File: src/rtl/rrqd_pkg.sv
// ----------------------------------------------------------------------------
// rrqd_pkg
// shared types and codes of the round robin queue drain block
// ----------------------------------------------------------------------------
package rrqd_pkg;

   localparam logic OP_PUSH = 1'b0;
   localparam logic OP_POP  = 1'b1;

   localparam logic [1:0] STATUS_OK    = 2'd0;
   localparam logic [1:0] STATUS_FULL  = 2'd1;
   localparam logic [1:0] STATUS_EMPTY = 2'd2;

   typedef struct packed {
      logic clear_write;
      logic capture;
      logic select;
      logic update;
      logic deliver;
   } rrqd_cmd_type;

   typedef struct packed {
      logic clear_last;
      logic pop_hit;
   } rrqd_sts_type;

endpackage

File: src/rtl/rrqd_ctrl.sv
// ----------------------------------------------------------------------------
// rrqd_ctrl
// transaction sequencer: reset clearing pass, queue select, update, read
// ----------------------------------------------------------------------------
module rrqd_ctrl
   import rrqd_pkg::*;
(
   input  logic         clock,
   input  logic         reset,
   input  logic         start,
   output logic         busy,
   output logic         rsp_strobe,
   output rrqd_cmd_type cmd,
   input  rrqd_sts_type sts
);

   typedef enum logic [2:0] {
      S_CLEAR,
      S_IDLE,
      S_SELECT,
      S_UPDATE,
      S_READ
   } state_type;

   state_type state_ff, state_in;
   logic      strobe_ff, strobe_in;

   always_comb begin
      state_in  = state_ff;
      strobe_in = 1'b0;
      cmd       = '0;
      case (state_ff)
         S_CLEAR: begin
            cmd.clear_write = 1'b1;
            if (sts.clear_last) begin
               state_in = S_IDLE;
            end
         end
         S_IDLE: begin
            if (start) begin
               cmd.capture = 1'b1;
               state_in    = S_SELECT;
            end
         end
         S_SELECT: begin
            cmd.select = 1'b1;
            state_in   = S_UPDATE;
         end
         S_UPDATE: begin
            cmd.update = 1'b1;
            if (sts.pop_hit) begin
               state_in = S_READ;
            end else begin
               strobe_in = 1'b1;
               state_in  = S_IDLE;
            end
         end
         S_READ: begin
            cmd.deliver = 1'b1;
            strobe_in   = 1'b1;
            state_in    = S_IDLE;
         end
         default: begin
            state_in = S_IDLE;
         end
      endcase
   end

   always_ff @(posedge clock) begin
      if (reset) begin
         state_ff  <= S_CLEAR;
         strobe_ff <= 1'b0;
      end else begin
         state_ff  <= state_in;
         strobe_ff <= strobe_in;
      end
   end

   assign busy       = (state_ff != S_IDLE);
   assign rsp_strobe = strobe_ff;

endmodule

File: config.mk
export PLATFORM = sky130hd
export DESIGN_NAME = rrqd_ctrl
export DESIGN_NICKNAME = d
export VERILOG_FILES = /design/src/rtl/rrqd_pkg.sv /design/src/rtl/rrqd_ctrl.sv
export SDC_FILE = /design/constraint.sdc
export NUM_CORES = 1
export LEC_CHECK = 0
export BUFFER_PORTS_ARGS = -buffer_cell sky130_fd_sc_hd__buf_4
export CORE_AREA = 2 2 39 41
export DETAILED_ROUTE_END_ITERATION = 6
export DIE_AREA = 0 0 41 43
export SETUP_SLACK_MARGIN = 0.2
export SLEW_MARGIN = 10
export SYNTH_ARGS = -nofsm -noshare
export SYNTH_HDL_FRONTEND = slang
export SYNTH_SLANG_ARGS = --single-unit
File: constraint.sdc
create_clock -name clock -period 1.7 [get_ports clock]
set_clock_uncertainty 0.15 [all_clocks]
set_input_delay 0.34 -clock clock [delete_from_list [all_inputs] [get_ports clock]]
set_output_delay 0.34 -clock clock [all_outputs]
set_load 0.005 [all_outputs]
* Yosys cells after proc, flatten, opt, wreduce, memory -nomap -nowiden
Index checks and enable logic that the tools add are counted.
** Cells by class
- Add/subtract/negate cells :: 0
- Multiplexer cells :: 12
- Equal/unequal tests :: 7
- $mul :: 0
- Bitwise gates (word level) :: 0
- Div/mod/pow operators :: 0
- Magnitude comparators :: 0
- Shift-type cells :: 0
- Reduce and logical (&&, ||, !) cells :: 2
** Operators by type and width (number)
- 3-bit case mux with 4 select lines :: 1
- 3-bit 2-to-1 mux :: 3
- 1-bit 2-to-1 mux :: 7
- 3-bit by 2-bit equality test with 1-bit output, second input constant :: 2
- 2-bit != test, second input constant :: 2
- 3-bit by 1-bit equality test with 1-bit output, second input constant :: 1
- 3-bit equality test, second input constant :: 1
- 3-bit zero test :: 1
- 3-bit by 1-bit != test with 1-bit output, second input constant :: 1
- 1-bit case mux with 2 select lines :: 1
- 2-bit AND reduction :: 1
** Storage, ports and cells
- Bits in registers :: 4
- Bits in latches :: 0
- Memories kept :: 0
- Memory bits (read-only) :: 0
- Input bits :: 5
- Memory bits (writable) :: 0
- Output and inout port bits :: 7

* Depth between registers and ports, before layout
Gate-level depths: netlist of run 1.
- Depth in word-level cells :: 3
- Depth in mapped cells :: 3

* Least setup slack after synthesis of run 1
Ideal clock, no wire load.
- Path kind :: flip-flop to flip-flop
- From :: reg state_ff[0]
- To :: reg strobe_ff (netlist: rsp_strobe)
- Setup time :: 0.087 ns
- Data arrival time :: 0.972 ns
- Clock period less this slack :: 1.209 ns
- Data required time :: 1.463 ns
- Cell stages (with the launch flop) :: 4
- Buffers on the path :: 1
- Setup slack :: 0.491 ns
- Path through :: dfxtp_1 buf_6 or4b_1 o31ai_1
** On the way
- Cells in the longest elaborated chain, start to end :: 2
- Elaborated cells between the ends (all ways) :: 3
- Those cells by class :: eq/ne (2); mux (1)
** Ends and longest elaborated chain
- from (decl) :: line rrqd_ctrl.sv:25 : state_type state_ff, state_in;
- from (signal assigned) :: line rrqd_ctrl.sv:74 : state_ff <= state_in;
- 3-bit equality test or 3-bit by 2-bit equality test with 1-bit output (tied branches) :: line rrqd_ctrl.sv:32 : case (state_ff)
- 1-bit case mux with 2 select lines (*) :: line rrqd_ctrl.sv:32
- to (signal assigned) :: line rrqd_ctrl.sv:75 : strobe_ff <= strobe_in;
- to (decl) :: line rrqd_ctrl.sv:26 : logic strobe_ff, strobe_in;
Every way passes the cells marked *; elsewhere a longest branch is shown, timed or not.
A chain may end at the register's enable or synchronous reset.

==> flow_summary.yaml, run 1 <==
synth:
  async_flop_share_pct: 0
  ys_seq_area_share_pct: 35.56
  avgSynthCellArea_um2: 9.384
  yosys.area_share.simple_pct: 33.89
  synth.area.mux_share_pct: 6.667
  synth-xor-area-share_pct: 0
  synthesis.nets: 29
  synth.distinct_cells: 16
  yosysWarnings: 0
  synth_top_area_share_pct: 35.56
  synth_top_area_cell: "dfxtp_1"
  netlist_instances: 24
  syn_area_um2: 225.2
  synth-adder-area-share_pct: 0
  synth_top_family_by_area: "simple AND/OR/NAND/NOR gates"
  synth_seq_cells: 4
  synth_edf_count: 0
  synthTopCellsByArea: "dfxtp_1 36%, buf_6 10%, mux2_4 6.7%"
  synth_top_flop_cell: "dfxtp_1"
  synth_compound_area_share_pct: 10.56
  yosysMostFrequentCell: "dfxtp_1"
global_routing:
  overflow: 0
  grt_pass1_wl_um: 779
  antenna_found_initial: 0
  grtUsageTotal_pct: 6.827
  grt_max_degree: 11
  first_global_vias: 182
drt:
  drt-initial-drc-count: 6
  drc: 0
  wl_um: 545
  first_pass_iters: 3
  ant_nets: 0
  vias: 217
  wire_per_inst_um: 9.909
  via_per_inst: 3.945
floorplanning:
  start_util_pct: 16.27
  core-area_um2: 1384
  die_h_um: 43
  io_pins: 12
  rows: 14
  fp.dieW_um: 41
  die_area_um2: 1763
power_and_ir_drop:
  sw_frac_of_total_pct: 24.18
  powerDensity_nw_per_um2: 759.8
  p_leak_uw: 0.0001661
  p_int_uw: 212.6
  pwr-share-comb_pct: 20.3
  clkPwrFrac_pct: 41.9
  vdd_drop_max_mv: 0.2247
  total_power_uw: 280.5
  p_sw_uw: 67.80
  p_seq_share_pct: 37.8
sta:
  relSlewSlack_pct: 82.79
  tightestPinTransition_ns: 0.2557
  setup_tns_ns: 0
  rsz0062_at_grt: "yes"
  period_minus_slack_ns: 1.489
  max_clock_freq_ghz: 0.6717
  min_period_over_period_pct: 87.58
  setup_violations: 0
  drv_slew: 0
  hold_violations: 0
run_status:
  status: "completed"
cells_and_area:
  final_area_um2: 369.1
  antennaDiodeCount: 0
  drive_above_1_share_pct: 61.54
  syn_to_final_growth_pct: 63.89
  fin_nets: 46
clocking:
  insertion_delay_ns: 0.23
  cts_buffers: 3
  cts_sinks: 4
  ctsHoldBuffers: 0
  clkTransAtPathRegs_ns: 0.04
  htreeDepth: 1
  cts_buffer_depth: 2
  cts_tree: "yes"
  cts_root_buffer: "clkbuf_4"
worst_setup_path:
  cp-start-kind: "register"
  crit_arrival_ns: 1.00
  ff2ff_setup_slack_ns: 0.35
  worstSetupEndpointType: "output pin"
  required_ns: 1.21
  worstPathMaxFanout: 6
  crit_type: "reg -> out"
placed_design:
  portBuffers: 11
  place_hpwl_um: 355.8
  dpl-instance-area_um2: 305.3
  gp_congestion: 0.6811
worst_hold_path:
  hold_path.class: "in -> reg"
job:
  max-cap-violations: 0
[logic make-up after synthesis]
group / count (synthesis)
multiplexers: 1
flip-flops: 4
AO/OA/AOI/OAI: 3
buffers and inverters: 4
AND/OR/NAND/NOR: 12
[layer usage]
| metal | GRT usage, % | share of wire, % | vias up |
|---|---|---|---|
| met5 | 0 | 0 | - |
| met4 | 8.000 | 0 | 0 |
| met3 | 1.571 | 4.0 | 0 |
| met2 | 7.187 | 44 | 7 |
| met1 | 9.646 | 52 | 92 |
| li1 | - | - | 118 |
[final cells by class]
type,count,area [um^2]
flip-flops and latches,4,91.34
inverters,2,7.507
repair buffers,14,100.1
well taps,16,20.02
clock buffers,3,22.52
multi-input cells,16,127.6
fillers,158,1015
[power by group through the flow]
stage               clock, uW  sequential (uW)  combinational (uW)
finish                    117              106                56.8
detailed placement          0              111                45.7
global placement            0              110                45.6
global route              128              107                63.1
CTS                       124              109                45.8
floorplan                   0              102                34.4
[repair_timing]
item                                    in CTS  in global routing
buffers inserted                             0                  3
endpoints found under the setup margin       5                  5
cloned                                       0                  0
resized for setup                            4                  5
pin swaps                                    0                  1
[worst max-delay path, stage by stage, from the launching register on]
cell and delay [ns]:
dfxtp_4 0.39, nor2_4 0.05, and3_2 0.20, buf_4 0.13
[registers in the layout (all words and copies together), names as in the netlist]
| register | flops |
|---|---|
| rsp_strobe | 1 |
| state_ff | 3 |
[final timing paths]
| kind | from | endpoint | cells past startpoint |
|---|---|---|---|
| max reg2reg | state_ff[1]$_SDFFE_PP0P_ | state_ff[0]$_SDFFE_PP0P_ | 3 |
| min reg2reg | state_ff[2]$_SDFFE_PP0P_ | state_ff[1]$_SDFFE_PP0P_ | 1 |
| min | reset | state_ff[1]$_SDFFE_PP0P_ | 2 |
| max | state_ff[1]$_SDFFE_PP0P_ | cmd[3] | 3 |
[per-stage QoR]
step | instances | worst slack (ns) | hold WS (ns) | util (%)
2_1_floorplan | 24 | 0.4912 | 0.2621 | -
6_report | 55 | 0.2112 | 0.1424 | 26.67
4_1_cts | 52 | 0.1395 | 0.1349 | 24.14
3_5_place_dp | 49 | 0.2834 | 0.3940 | 22.06
5_1_grt | 55 | 0.1743 | 0.1421 | 26.67
3_3_place_gp | 49 | 0.3037 | 0.3960 | 22.06
[placed cells by master, fill, tap and decap left out, drive strengths merged]
cell,count
nor2,2
a211oi,1
nand2b,1
mux2,1
nor4,1
clkbuf,5
and3,1
nor3b,1
dfxtp,4
o31ai,1
buf,12
inv,2
nand2,1
a311oi,1
or4b,1
nor3,2
nand3b,2
No activity file was read; power rests on OpenSTA's default activity.
==> run 2, diff against run 1 <==
--- a/config.mk
+++ b/config.mk
@@ -6,9 +6,10 @@
 export NUM_CORES = 1
 export LEC_CHECK = 0
 export BUFFER_PORTS_ARGS = -buffer_cell sky130_fd_sc_hd__buf_4
-export CORE_AREA = 2 2 39 41
+export CORE_AREA = 8 8 45 47
+export CTS_CLUSTER_DIAMETER = 150
 export DETAILED_ROUTE_END_ITERATION = 6
-export DIE_AREA = 0 0 41 43
+export DIE_AREA = 0 0 53 55
 export SETUP_SLACK_MARGIN = 0.2
 export SLEW_MARGIN = 10
 export SYNTH_ARGS = -nofsm -noshare
==> run 2 against run 1 <==
Die area rose by 65%. Critical path depth did not move. Worst hold slack improved by 0.0085 ns. First-iteration DRC count fell by 50%. Final area rose by 2.7%. Clock power rose by 4%. Fmax fell by 0.29%. Combinational power rose by 3%. Critical endpoint unchanged. Largest power group unchanged. Highest routed layer unchanged.
==> flow_summary.yaml, run 2 (synthesis results as in run 1) <==
clocking:
  insertion_delay_ns: 0.24
  cts_buffers: 3
  cts_sinks: 4
  cts_tree: "yes"
  htreeDepth: 1
  cts_buffer_depth: 2
  clkTransAtPathRegs_ns: 0.04
  ctsHoldBuffers: 0
  cts_root_buffer: "clkbuf_4"
floorplanning:
  die_h_um: 55
  fp.dieW_um: 53
  start_util_pct: 16.27
  rows: 14
  io_pins: 12
  die_area_um2: 2915
  core-area_um2: 1384
worst_setup_path:
  crit_cells: 3
  slowest_stage: "dfxtp_4"
  cp-start-kind: "register"
  worstPathMaxFanout: 8
  required_ns: 1.21
  path_buf_inv: 1
  max_stage_delay_ns: 0.39
  cp_cell_sequence: "nor2_2, and3_2, buf_4"
  crit_type: "reg -> out"
  worstSetupEndpointType: "output pin"
  crit_arrival_ns: 1.00
  worstRegToRegCells: 3
  cp_top_family: "flip-flops"
power_and_ir_drop:
  p_int_uw: 214.7
  p_leak_uw: 0.0001717
  pwr-share-comb_pct: 20.4
  p_seq_share_pct: 37.2
  clkPwrFrac_pct: 42.4
  sw_frac_of_total_pct: 25.16
  powerDensity_nw_per_um2: 756.9
  p_sw_uw: 72.21
  vdd_drop_max_mv: 0.1580
drt:
  via_per_inst: 4.339
  wl_um: 689
  wire_per_inst_um: 12.30
  ant_nets: 0
  vias: 243
  drc: 0
  drt-initial-drc-count: 3
  first_pass_iters: 4
sta:
  rsz0062_at_grt: "yes"
  tightestPinTransition_ns: 0.2178
  setup_violations: 0
  period_minus_slack_ns: 1.493
  setup_slack_ns: 0.2069
  min_period_over_period_pct: 87.83
  relSlewSlack_pct: 85.35
  drv_slew: 0
  max_clock_freq_ghz: 0.6698
  hold_violations: 0
  setup_tns_ns: 0
global_routing:
  antenna_found_initial: 0
  overflow: 0
  first_global_vias: 244
  grtUsageTotal_pct: 5.246
  grt_max_degree: 9
  grt_pass1_wl_mm: 1.069
placed_design:
  dp_worst_setup_slack_ns: 0.2852
  place_hpwl_um: 445.1
  portBuffers: 11
  gp_congestion: 0.6655
  dpl-instance-area_um2: 305.3
run_status:
  status: "completed"
cells_and_area:
  num-fill-cells: 164
  antennaDiodeCount: 0
  drive_above_1_share_pct: 67.50
  final_area_um2: 379.1
  layout_common_cells: "15 x buf_4, 3 x clkbuf_4, 3 x dfxtp_4"
  syn_to_final_growth_pct: 68.33
  layout_commonest_cell: "buf_4"
  largest_register_ffs: 3
  largest-register: "state_ff"
  fin_nets: 47
job:
  max-cap-violations: 0
worst_hold_path:
  hold_path_depth: 2
  hold_path.class: "in -> reg"
-- run 2: cell count changes in the layout (fill, tap and decap cells not counted), sizes merged --
| cell | delta |
|---|---|
| clkbuf | -2 |
| buf | +3 |
-- run 2: path summary, 6_finish.rpt --
kind	startpoint	endpoint	slack, ns
setup / recovery	state_ff[1]$_SDFFE_PP0P_	cmd[3]	0.21
hold / removal	reset	state_ff[2]$_SDFFE_PP0P_	0.15
setup reg to reg	state_ff[1]$_SDFFE_PP0P_	state_ff[0]$_SDFFE_PP0P_	0.39
hold reg to reg	state_ff[2]$_SDFFE_PP0P_	state_ff[1]$_SDFFE_PP0P_	0.33
-- run 2: per-layer routing --
| metal | global-route usage (%) | wire length [um] | vias up |
|---|---|---|---|
| li1 | - | - | 119 |
| met5 | 0 | 0 | - |
| met3 | 2.139 | 25 | 0 |
| met2 | 7.617 | 383 | 5 |
| met4 | 6.466 | 0 | 0 |
| met1 | 5.167 | 279 | 119 |
-- run 2: power by group through the flow --
stage          sequential, uW  combinational, uW  clock [uW]
5_1_grt                   108               63.9         140
4_1_cts                   106               55.8         129
3_3_place_gp              110               46.8           0
2_1_floorplan             102               34.4           0
6_report                  107               58.6         122
3_5_place_dp              110               47.2           0
-- run 2: final cells by class --
| class | instances | area (um^2) | area share, % |
|---|---|---|---|
| Sequential cell | 4 | 91.34 | 24.09 |
| Tap cell | 16 | 20.02 | 5.281 |
| Inverter | 2 | 7.507 | 1.980 |
| Timing Repair Buffer | 15 | 112.6 | 29.70 |
| Clock buffer | 3 | 22.52 | 5.941 |
| Multi-Input combinational cell | 16 | 125.1 | 33.00 |
-- run 2: metrics by stage --
step / std cells / hold slack [ns] / total power (uW) / util [%]
detailed placement: 49 / 0.4009 / 157.4 / 22.06
floorplan: 24 / 0.2621 / 136.7 / -
global placement: 49 / 0.3982 / 156.6 / 22.06
finish: 56 / 0.1509 / 286.9 / 27.40
CTS: 54 / 0.1364 / 291.0 / 25.95
global route: 56 / 0.1309 / 311.4 / 27.40
-- run 2: timing repair --
item	CTS	global route
pin swaps	1	1
gates resized for setup	8	1
endpoints found under the setup margin	6	4
buffers inserted	2	2
